--- src/hw/rtl/srbas_pkg.sv ---
// ----------------------------------------------------------------------------
// srbas_pkg
// Shared types and constants for the socket ring buffer address split.
// ----------------------------------------------------------------------------
package srbas_pkg;

  localparam int PTR_W  = 16;
  localparam int LEN_W  = 14;
  localparam int SIZE_W = 14;
  localparam int OFFS_W = 13;
  localparam int END_W  = 15;
  localparam int SUM_W  = 16;
  localparam int CODE_W = 2;
  localparam int SOCK_W = 2;
  localparam int STAT_W = 2;
  localparam int CFG_W  = 8;

  localparam int MAX_SOCKETS  = 4;
  localparam int SOCKET_COUNT = 4;

  localparam logic [PTR_W-1:0]  TX_POOL_BASE = 16'h4000;
  localparam logic [PTR_W-1:0]  RX_POOL_BASE = 16'h6000;
  localparam logic [SUM_W-1:0]  POOL_BYTES   = 16'h2000;
  localparam logic [SIZE_W-1:0] MIN_CH_SIZE  = 14'h0400;

  localparam logic [CFG_W-1:0]  CODES_RESET  = 8'h55;

  typedef enum logic {
    REG_TX_CODES = 1'b0,
    REG_RX_CODES = 1'b1
  } cfg_reg_t;

  typedef enum logic [STAT_W-1:0] {
    ST_OK       = 2'd0,
    ST_NO_MEM   = 2'd1,
    ST_TOO_LONG = 2'd2
  } status_t;

  // Channel lookup stage -> offset stage
  typedef struct packed {
    logic              valid;
    logic [PTR_W-1:0]  ptr;
    logic [LEN_W-1:0]  len;
    logic [SIZE_W-1:0] size;
    logic [PTR_W-1:0]  base;
  } chan_beat_t;

  // Offset stage -> length stage
  typedef struct packed {
    logic              valid;
    logic [PTR_W-1:0]  ptr;
    logic [LEN_W-1:0]  len;
    logic [SIZE_W-1:0] size;
    logic [OFFS_W-1:0] offset;
    logic [END_W-1:0]  seg_end;
    logic [PTR_W-1:0]  base;
    logic [PTR_W-1:0]  first_addr;
    logic [PTR_W-1:0]  next_ptr;
    logic              zero;
    logic              over;
  } offs_beat_t;

endpackage

--- src/hw/rtl/srbas_chan_stage.sv ---
// ----------------------------------------------------------------------------
// srbas_chan_stage
// Resolves channel size and base from the size codes, registers the beat.
// ----------------------------------------------------------------------------
module srbas_chan_stage import srbas_pkg::*; (
  input  logic               clk,
  input  logic               rst_n,
  input  logic               take,
  input  logic               in_req_type,
  input  logic [SOCK_W-1:0]  in_socket_index,
  input  logic [PTR_W-1:0]   in_ring_pointer,
  input  logic [LEN_W-1:0]   in_transfer_length,
  input  logic [CFG_W-1:0]   tx_codes,
  input  logic [CFG_W-1:0]   rx_codes,
  output chan_beat_t         beat_o
);

  chan_beat_t        beat_r;
  chan_beat_t        beat_nxt;
  logic [CFG_W-1:0]  codes;
  logic [SUM_W-1:0]  sum;
  logic [PTR_W-1:0]  run_base;
  logic [SIZE_W-1:0] step_sz;
  logic [SIZE_W-1:0] ch_size;
  logic              found;

  // Prefix walk over at most four sockets; base stops advancing once found.
  always_comb begin
    codes    = in_req_type ? rx_codes : tx_codes;
    run_base = in_req_type ? RX_POOL_BASE : TX_POOL_BASE;
    sum      = '0;
    ch_size  = '0;
    found    = 1'b0;
    step_sz  = '0;
    for (int i = 0; i < MAX_SOCKETS; i++) begin
      if ((i < SOCKET_COUNT) && !found) begin
        step_sz = '0;
        if (sum < POOL_BYTES) begin
          step_sz = MIN_CH_SIZE << codes[CODE_W*i +: CODE_W];
        end
        if (in_socket_index == SOCK_W'(i)) begin
          ch_size = step_sz;
          found   = 1'b1;
        end else begin
          sum      = sum + SUM_W'(step_sz);
          run_base = run_base + PTR_W'(step_sz);
        end
      end
    end
  end

  always_comb begin
    beat_nxt.valid = take;
    beat_nxt.ptr   = in_ring_pointer;
    beat_nxt.len   = in_transfer_length;
    beat_nxt.size  = ch_size;
    beat_nxt.base  = run_base;
  end

  always_ff @(posedge clk) begin
    if (!rst_n) begin
      beat_r.valid <= 1'b0;
    end else begin
      beat_r.valid <= beat_nxt.valid;
    end
    beat_r.ptr  <= beat_nxt.ptr;
    beat_r.len  <= beat_nxt.len;
    beat_r.size <= beat_nxt.size;
    beat_r.base <= beat_nxt.base;
  end

  assign beat_o = beat_r;

endmodule

--- src/hw/rtl/srbas_offs_stage.sv ---
// ----------------------------------------------------------------------------
// srbas_offs_stage
// Masks the pointer into the channel, forms start address and segment end.
// ----------------------------------------------------------------------------
module srbas_offs_stage import srbas_pkg::*; (
  input  logic        clk,
  input  logic        rst_n,
  input  chan_beat_t  beat_i,
  output offs_beat_t  beat_o
);

  offs_beat_t        beat_r;
  offs_beat_t        beat_nxt;
  logic [OFFS_W-1:0] mask;

  always_comb begin
    mask = (beat_i.size == '0) ? '0 : OFFS_W'(beat_i.size - SIZE_W'(1));
    beat_nxt.valid      = beat_i.valid;
    beat_nxt.ptr        = beat_i.ptr;
    beat_nxt.len        = beat_i.len;
    beat_nxt.size       = beat_i.size;
    beat_nxt.offset     = beat_i.ptr[OFFS_W-1:0] & mask;
    beat_nxt.seg_end    = END_W'(beat_i.len) + END_W'(beat_nxt.offset);
    beat_nxt.base       = beat_i.base;
    beat_nxt.first_addr = beat_i.base + PTR_W'(beat_nxt.offset);
    beat_nxt.next_ptr   = beat_i.ptr + PTR_W'(beat_i.len);
    beat_nxt.zero       = (beat_i.size == '0);
    beat_nxt.over       = (beat_i.len > beat_i.size);
  end

  always_ff @(posedge clk) begin
    if (!rst_n) begin
      beat_r.valid <= 1'b0;
    end else begin
      beat_r.valid <= beat_nxt.valid;
    end
    beat_r.ptr        <= beat_nxt.ptr;
    beat_r.len        <= beat_nxt.len;
    beat_r.size       <= beat_nxt.size;
    beat_r.offset     <= beat_nxt.offset;
    beat_r.seg_end    <= beat_nxt.seg_end;
    beat_r.base       <= beat_nxt.base;
    beat_r.first_addr <= beat_nxt.first_addr;
    beat_r.next_ptr   <= beat_nxt.next_ptr;
    beat_r.zero       <= beat_nxt.zero;
    beat_r.over       <= beat_nxt.over;
  end

  assign beat_o = beat_r;

endmodule

--- src/hw/rtl/srbas_len_stage.sv ---
// ----------------------------------------------------------------------------
// srbas_len_stage
// Splits the length at the channel end, sets status, registers the result.
// ----------------------------------------------------------------------------
module srbas_len_stage import srbas_pkg::*; (
  input  logic               clk,
  input  logic               rst_n,
  input  offs_beat_t         beat_i,
  output logic               out_valid,
  output logic [PTR_W-1:0]   out_first_address,
  output logic [LEN_W-1:0]   out_first_length,
  output logic [PTR_W-1:0]   out_second_address,
  output logic [LEN_W-1:0]   out_second_length,
  output logic [PTR_W-1:0]   out_next_pointer,
  output logic [STAT_W-1:0]  out_status
);

  logic              valid_r;
  logic [PTR_W-1:0]  first_addr_r;
  logic [LEN_W-1:0]  first_len_r,  first_len_nxt;
  logic [PTR_W-1:0]  second_addr_r;
  logic [LEN_W-1:0]  second_len_r, second_len_nxt;
  logic [PTR_W-1:0]  next_ptr_r,   next_ptr_nxt;
  status_t           status_r,     status_nxt;

  always_comb begin
    first_len_nxt  = '0;
    second_len_nxt = '0;
    next_ptr_nxt   = beat_i.ptr;
    status_nxt     = ST_OK;
    if (beat_i.zero) begin
      status_nxt = ST_NO_MEM;
    end else if (beat_i.over) begin
      status_nxt = ST_TOO_LONG;
    end else begin
      next_ptr_nxt = beat_i.next_ptr;
      if (beat_i.seg_end > END_W'(beat_i.size)) begin
        first_len_nxt  = beat_i.size - SIZE_W'(beat_i.offset);
        second_len_nxt = LEN_W'(beat_i.seg_end - END_W'(beat_i.size));
      end else begin
        first_len_nxt  = beat_i.len;
      end
    end
  end

  always_ff @(posedge clk) begin
    if (!rst_n) begin
      valid_r <= 1'b0;
    end else begin
      valid_r <= beat_i.valid;
    end
    first_addr_r  <= beat_i.first_addr;
    first_len_r   <= first_len_nxt;
    second_addr_r <= beat_i.base;
    second_len_r  <= second_len_nxt;
    next_ptr_r    <= next_ptr_nxt;
    status_r      <= status_nxt;
  end

  assign out_valid          = valid_r;
  assign out_first_address  = first_addr_r;
  assign out_first_length   = first_len_r;
  assign out_second_address = second_addr_r;
  assign out_second_length  = second_len_r;
  assign out_next_pointer   = next_ptr_r;
  assign out_status         = status_r;

endmodule

--- src/hw/rtl/socket_ring_buffer_address_split_top.sv ---
// Pipeline: an accepted beat passes three register stages (channel, offset,
// length split) and then shows out_valid for one cycle.
// Throughput: one beat per cycle; busy is never raised, results cannot stall.
// Reset (synchronous, rst_n low): stage valids clear, size codes return to 0x55.
// ----------------------------------------------------------------------------
// socket_ring_buffer_address_split_top
// Maps socket ring pointers to physical buffer segments with wrap split.
// ----------------------------------------------------------------------------
module socket_ring_buffer_address_split_top import srbas_pkg::*; (
  input  logic               clk,
  input  logic               rst_n,
  input  logic               cfg_we,
  input  logic               cfg_index,
  input  logic [CFG_W-1:0]   cfg_wdata,
  input  logic               start,
  output logic               busy,
  input  logic               in_req_type,
  input  logic [SOCK_W-1:0]  in_socket_index,
  input  logic [PTR_W-1:0]   in_ring_pointer,
  input  logic [LEN_W-1:0]   in_transfer_length,
  output logic               out_valid,
  output logic [PTR_W-1:0]   out_first_address,
  output logic [LEN_W-1:0]   out_first_length,
  output logic [PTR_W-1:0]   out_second_address,
  output logic [LEN_W-1:0]   out_second_length,
  output logic [PTR_W-1:0]   out_next_pointer,
  output logic [STAT_W-1:0]  out_status
);

  logic [CFG_W-1:0] tx_codes_r;
  logic [CFG_W-1:0] rx_codes_r;
  chan_beat_t       chan_beat;
  offs_beat_t       offs_beat;

  always_ff @(posedge clk) begin
    if (!rst_n) begin
      tx_codes_r <= CODES_RESET;
      rx_codes_r <= CODES_RESET;
    end else if (cfg_we) begin
      case (cfg_reg_t'(cfg_index))
        REG_TX_CODES: tx_codes_r <= cfg_wdata;
        REG_RX_CODES: rx_codes_r <= cfg_wdata;
        default: ;
      endcase
    end
  end

  assign busy = 1'b0;

  srbas_chan_stage u_chan (
    .clk                (clk),
    .rst_n              (rst_n),
    .take               (start && !busy),
    .in_req_type        (in_req_type),
    .in_socket_index    (in_socket_index),
    .in_ring_pointer    (in_ring_pointer),
    .in_transfer_length (in_transfer_length),
    .tx_codes           (tx_codes_r),
    .rx_codes           (rx_codes_r),
    .beat_o             (chan_beat)
  );

  srbas_offs_stage u_offs (
    .clk    (clk),
    .rst_n  (rst_n),
    .beat_i (chan_beat),
    .beat_o (offs_beat)
  );

  srbas_len_stage u_len (
    .clk                (clk),
    .rst_n              (rst_n),
    .beat_i             (offs_beat),
    .out_valid          (out_valid),
    .out_first_address  (out_first_address),
    .out_first_length   (out_first_length),
    .out_second_address (out_second_address),
    .out_second_length  (out_second_length),
    .out_next_pointer   (out_next_pointer),
    .out_status         (out_status)
  );

endmodule

--- config.mk ---
export PLATFORM = sky130hd
export DESIGN_NAME = socket_ring_buffer_address_split_top
export DESIGN_NICKNAME = d
export VERILOG_FILES = /design/src/hw/rtl/srbas_pkg.sv /design/src/hw/rtl/srbas_chan_stage.sv /design/src/hw/rtl/srbas_offs_stage.sv /design/src/hw/rtl/srbas_len_stage.sv /design/src/hw/rtl/socket_ring_buffer_address_split_top.sv
export SDC_FILE = /design/constraint.sdc
export NUM_CORES = 1
export LEC_CHECK = 0
export BUFFER_PORTS_ARGS = -buffer_cell sky130_fd_sc_hd__buf_2
export CORE_MARGIN = 2
export CORE_UTILIZATION = 50
export DETAILED_ROUTE_END_ITERATION = 10
export PLACE_DENSITY = 0.82
export SLEW_MARGIN = 20
export SYNTH_ARGS = -nofsm -noshare
export SYNTH_HDL_FRONTEND = slang
export SYNTH_HIERARCHICAL = 1
export SYNTH_SLANG_ARGS = --single-unit
export TNS_END_PERCENT = 50
--- constraint.sdc ---
create_clock -name clk -period 4.7 [get_ports clk]
set_input_delay 0.94 -clock clk [delete_from_list [all_inputs] [get_ports clk]]
set_output_delay 0.94 -clock clk [all_outputs]
set_load 0.01 [all_outputs]
==> impl_metrics.py <==
metrics = {
    "cells_and_area": {
        "fin_util_pct": 59.6,
        "syn_to_final_growth_pct": 16.5,
        "instances_no_fill": 1683,
        "nets": 1496,
        "fin_area_um2": 13600,
        "fill_cells": 1921,
        "drive_above_1_share_pct": 18.6,
    },
    "setup_path": {
        "cp_max_fo": 5,
        "critPathLaunchType": "input port",
        "reg2regPathDepth": 21,
        "crit_required_ns": 5.14,
        "arrival_ns": 4.67,
        "cp-end-kind": "flop",
        "crit_type": "input port to flop",
    },
    "global_routing": {
        "grt_pass1_vias": 8636,
        "grt_pass1_wl_um": 41500,
        "overflow": 0,
        "grt_max_degree": 28,
        "track_usage_pct": 20.8,
        "antenna_found_initial": 3,
    },
    "place": {
        "post-place-ws_ns": -0.133,
        "place_area_um2": 12700,
        "dp_hpwl_um": 19600,
        "port_buffers": 124,
        "gp_congestion": 0.878,
        "dp.cells": 1634,
    },
    "route": {
        "wl_per_cell_um": 15.4,
        "drtIter0Drc": 523,
        "vias_per_cell": 5.33,
        "num_vias": 8973,
        "antenna_left": 0,
        "drt-pass1-iter-count": 5,
        "drc_errors": 0,
        "wl_um": 26000,
    },
    "sta": {
        "final_max_slew_viol_count": 0,
        "setup_ws_ns": 0.475,
        "rsz0062_at_grt": "no",
        "fin_worst_skew_ns": 0.0265,
        "setup_viol": 0,
        "fmax_mhz": 237,
        "fin_crit_ns": 4.22,
        "maxSlewHeadroom_pct": 41.9,
        "period_share_pct": 89.9,
        "finalHoldViolations": 0,
        "worstMarginPinSlew_ns": 0.866,
    },
    "floorplanning": {
        "die_area_um2": 24500,
        "pin_count": 126,
        "die_h_um": 157,
        "fp.coreArea_um2": 22800,
        "rows": 55,
        "start_util_pct": 51.2,
        "die_x_um": 157,
    },
    "pwr": {
        "vdd_drop_max_mv": 0.264,
        "power_leakage_nw": 6.39,
        "power_mw": 6.10,
        "pwr_density_cell_nw_per_um2": 450,
    },
    "clock_network": {
        "cts_buffers": 27,
        "clock_latency_ns": 0.54,
        "cts_hold_buffers": 0,
        "cts_buffer_depth": 3,
        "root_buffer": "clkbuf_16",
        "cts_setup_buffers": 0,
        "clkTransAtPathRegs_ns": 0.06,
        "cts_max_level": 1,
        "cts_sinks": 259,
        "cts_tree": "done",
        "cts_resized": 0,
    },
    "synthesis": {
        "synth_edf_count": 0,
        "yosys_warnings": 6,
        "ys_top_cells_by_count": "dfxtp_1 (259), nand2_1 (113), nor2_1 (95), ha_1 (93), inv_1 (79)",
        "ys.flop_type": "dfxtp_1",
        "ys_top_cells_by_area": "dfxtp_1 (44%), ha_1 (10%), nand2_1 (3.6%), xnor2_1 (3.1%), nor2_1 (3.1%)",
        "ys_types": 103,
        "synth.cell_area_um2": 11700,
        "avgSynthCellArea_um2": 9.76,
        "syn-instance-count": 1194,
        "ys_seq_area_share_pct": 44.5,
        "synth-async-reset-ratio_pct": 0,
        "synth_top_cell_by_area": "dfxtp_1",
        "yosysTopAreaCellShare_pct": 44.5,
        "synth_most_common_cell": "dfxtp_1",
        "synth_seq_cells": 259,
    },
    "run_status": {
        "status": "complete, no violations",
    },
    "flow_run": {
        "drv_cap": 0,
    },
    "worst_hold_path": {
        "hold_depth": 0,
        "hp-class": "flop to flop",
    },
}
## where the power goes
part	internal, mW	total [mW]	switching (mW)
Combinational	0.566	1.35	0.780
Clock	1.28	2.15	0.865
Sequential	2.50	2.61	0.112
## worst max-delay path: stages
cell and delay, ns:
buf_2 0.13, nand3_1 0.08, a21boi_4 0.18, inv_2 0.05, a21o_1 0.19, or2_1 0.22, inv_1 0.06, ha_1 0.21
a21o_1 0.20, a21o_1 0.22, nor2_1 0.15, or2_1 0.14, a211o_1 0.19, nor2_1 0.08, ha_1 0.23, fa_1 0.39
a21o_1 0.18, nand2_1 0.06, nand2_1 0.07, a211oi_1 0.34, nor3_2 0.10, a211oi_1 0.24
## cell type report
type,instances,area (um^2),share of cell area [%]
sequential,259,5180,38.2
timing repair buffer,156,861,6.34
clock buffer,32,734,5.41
tap,313,392,2.89
inverter,80,300,2.21
multi-input combinational,826,5910,43.6
clock inverter,15,180,1.33
antenna,2,5.00,0.0369
## final timing paths
| kind | startpoint | end | slack [ns] |
|---|---|---|---|
| max | in_req_type | u_chan/beat_o[27]$_DFF_P_ | 0.48 |
| max reg2reg | tx_codes_r[0]$_SDFFE_PN1P_ | u_chan/beat_o[27]$_DFF_P_ | 0.60 |
| min reg2reg | u_offs/beat_o[47]$_DFF_P_ | u_len/out_second_address[13]$_DFF_P_ | 0.32 |
| min | u_offs/beat_o[47]$_DFF_P_ | u_len/out_second_address[13]$_DFF_P_ | 0.32 |
## sequential cells by signal (all words and copies together) (netlist names)
register and cells:
u_len/out_first_length 14, u_len/out_status 2, u_offs/beat_o 123, tx_codes_r 8
u_len/out_next_pointer 16, u_chan/beat_o 41, u_len/out_second_length 14, u_len/out_first_address 16
rx_codes_r 8, u_len/out_valid 1, u_len/out_second_address 16
## stage by stage
| stage | TNS, ns | hold WS [ns] |
|---|---|---|
| CTS | 0 | 0.325 |
| floorplan | 0 | 0.310 |
| detailed placement | -0.288 | 0.312 |
| global placement | 0 | 0.312 |
| global route | 0 | 0.331 |
| finish | 0 | 0.323 |
## cells by family (layout without fill, tap and decap cells)
| family | after synthesis | after routing | share of synthesized area, % |
|---|---|---|---|
| DFF | 259 | 259 | 44.5 |
| xor gates and xnor gates | 60 | 60 | 4.51 |
| buffers and inverters | 128 | 283 | 5.51 |
| other | 2 | 23 | 0.0645 |
| adders and majority gates | 100 | 100 | 11.2 |
| and+or+nand+nor | 358 | 358 | 15.6 |
| muxes | 32 | 32 | 2.91 |
| AOI/OAI and AO/OA | 255 | 255 | 15.7 |
## cell usage in the layout (no fill, tap or decap), drive strengths merged, types with 25 or more instances in the layout
cell type  Yosys  final
nor2          96     96
clkbuf        11     32
a21o          28     28
a21oi         64     64
o21ai         37     37
xnor2         41     41
nand3         25     25
dfxtp        259    259
buf           37    156
inv           80     82
mux2i         26     26
nand2        116    116
ha            93     93
## per-layer routing
layer	global-route usage [%]	share of wire, %
met3	3.32	6.0
met1	25.3	42
met2	36.9	49
met4	7.95	3.2
met5	0	0.050
No activity file was read; power rests on OpenSTA's default activity.
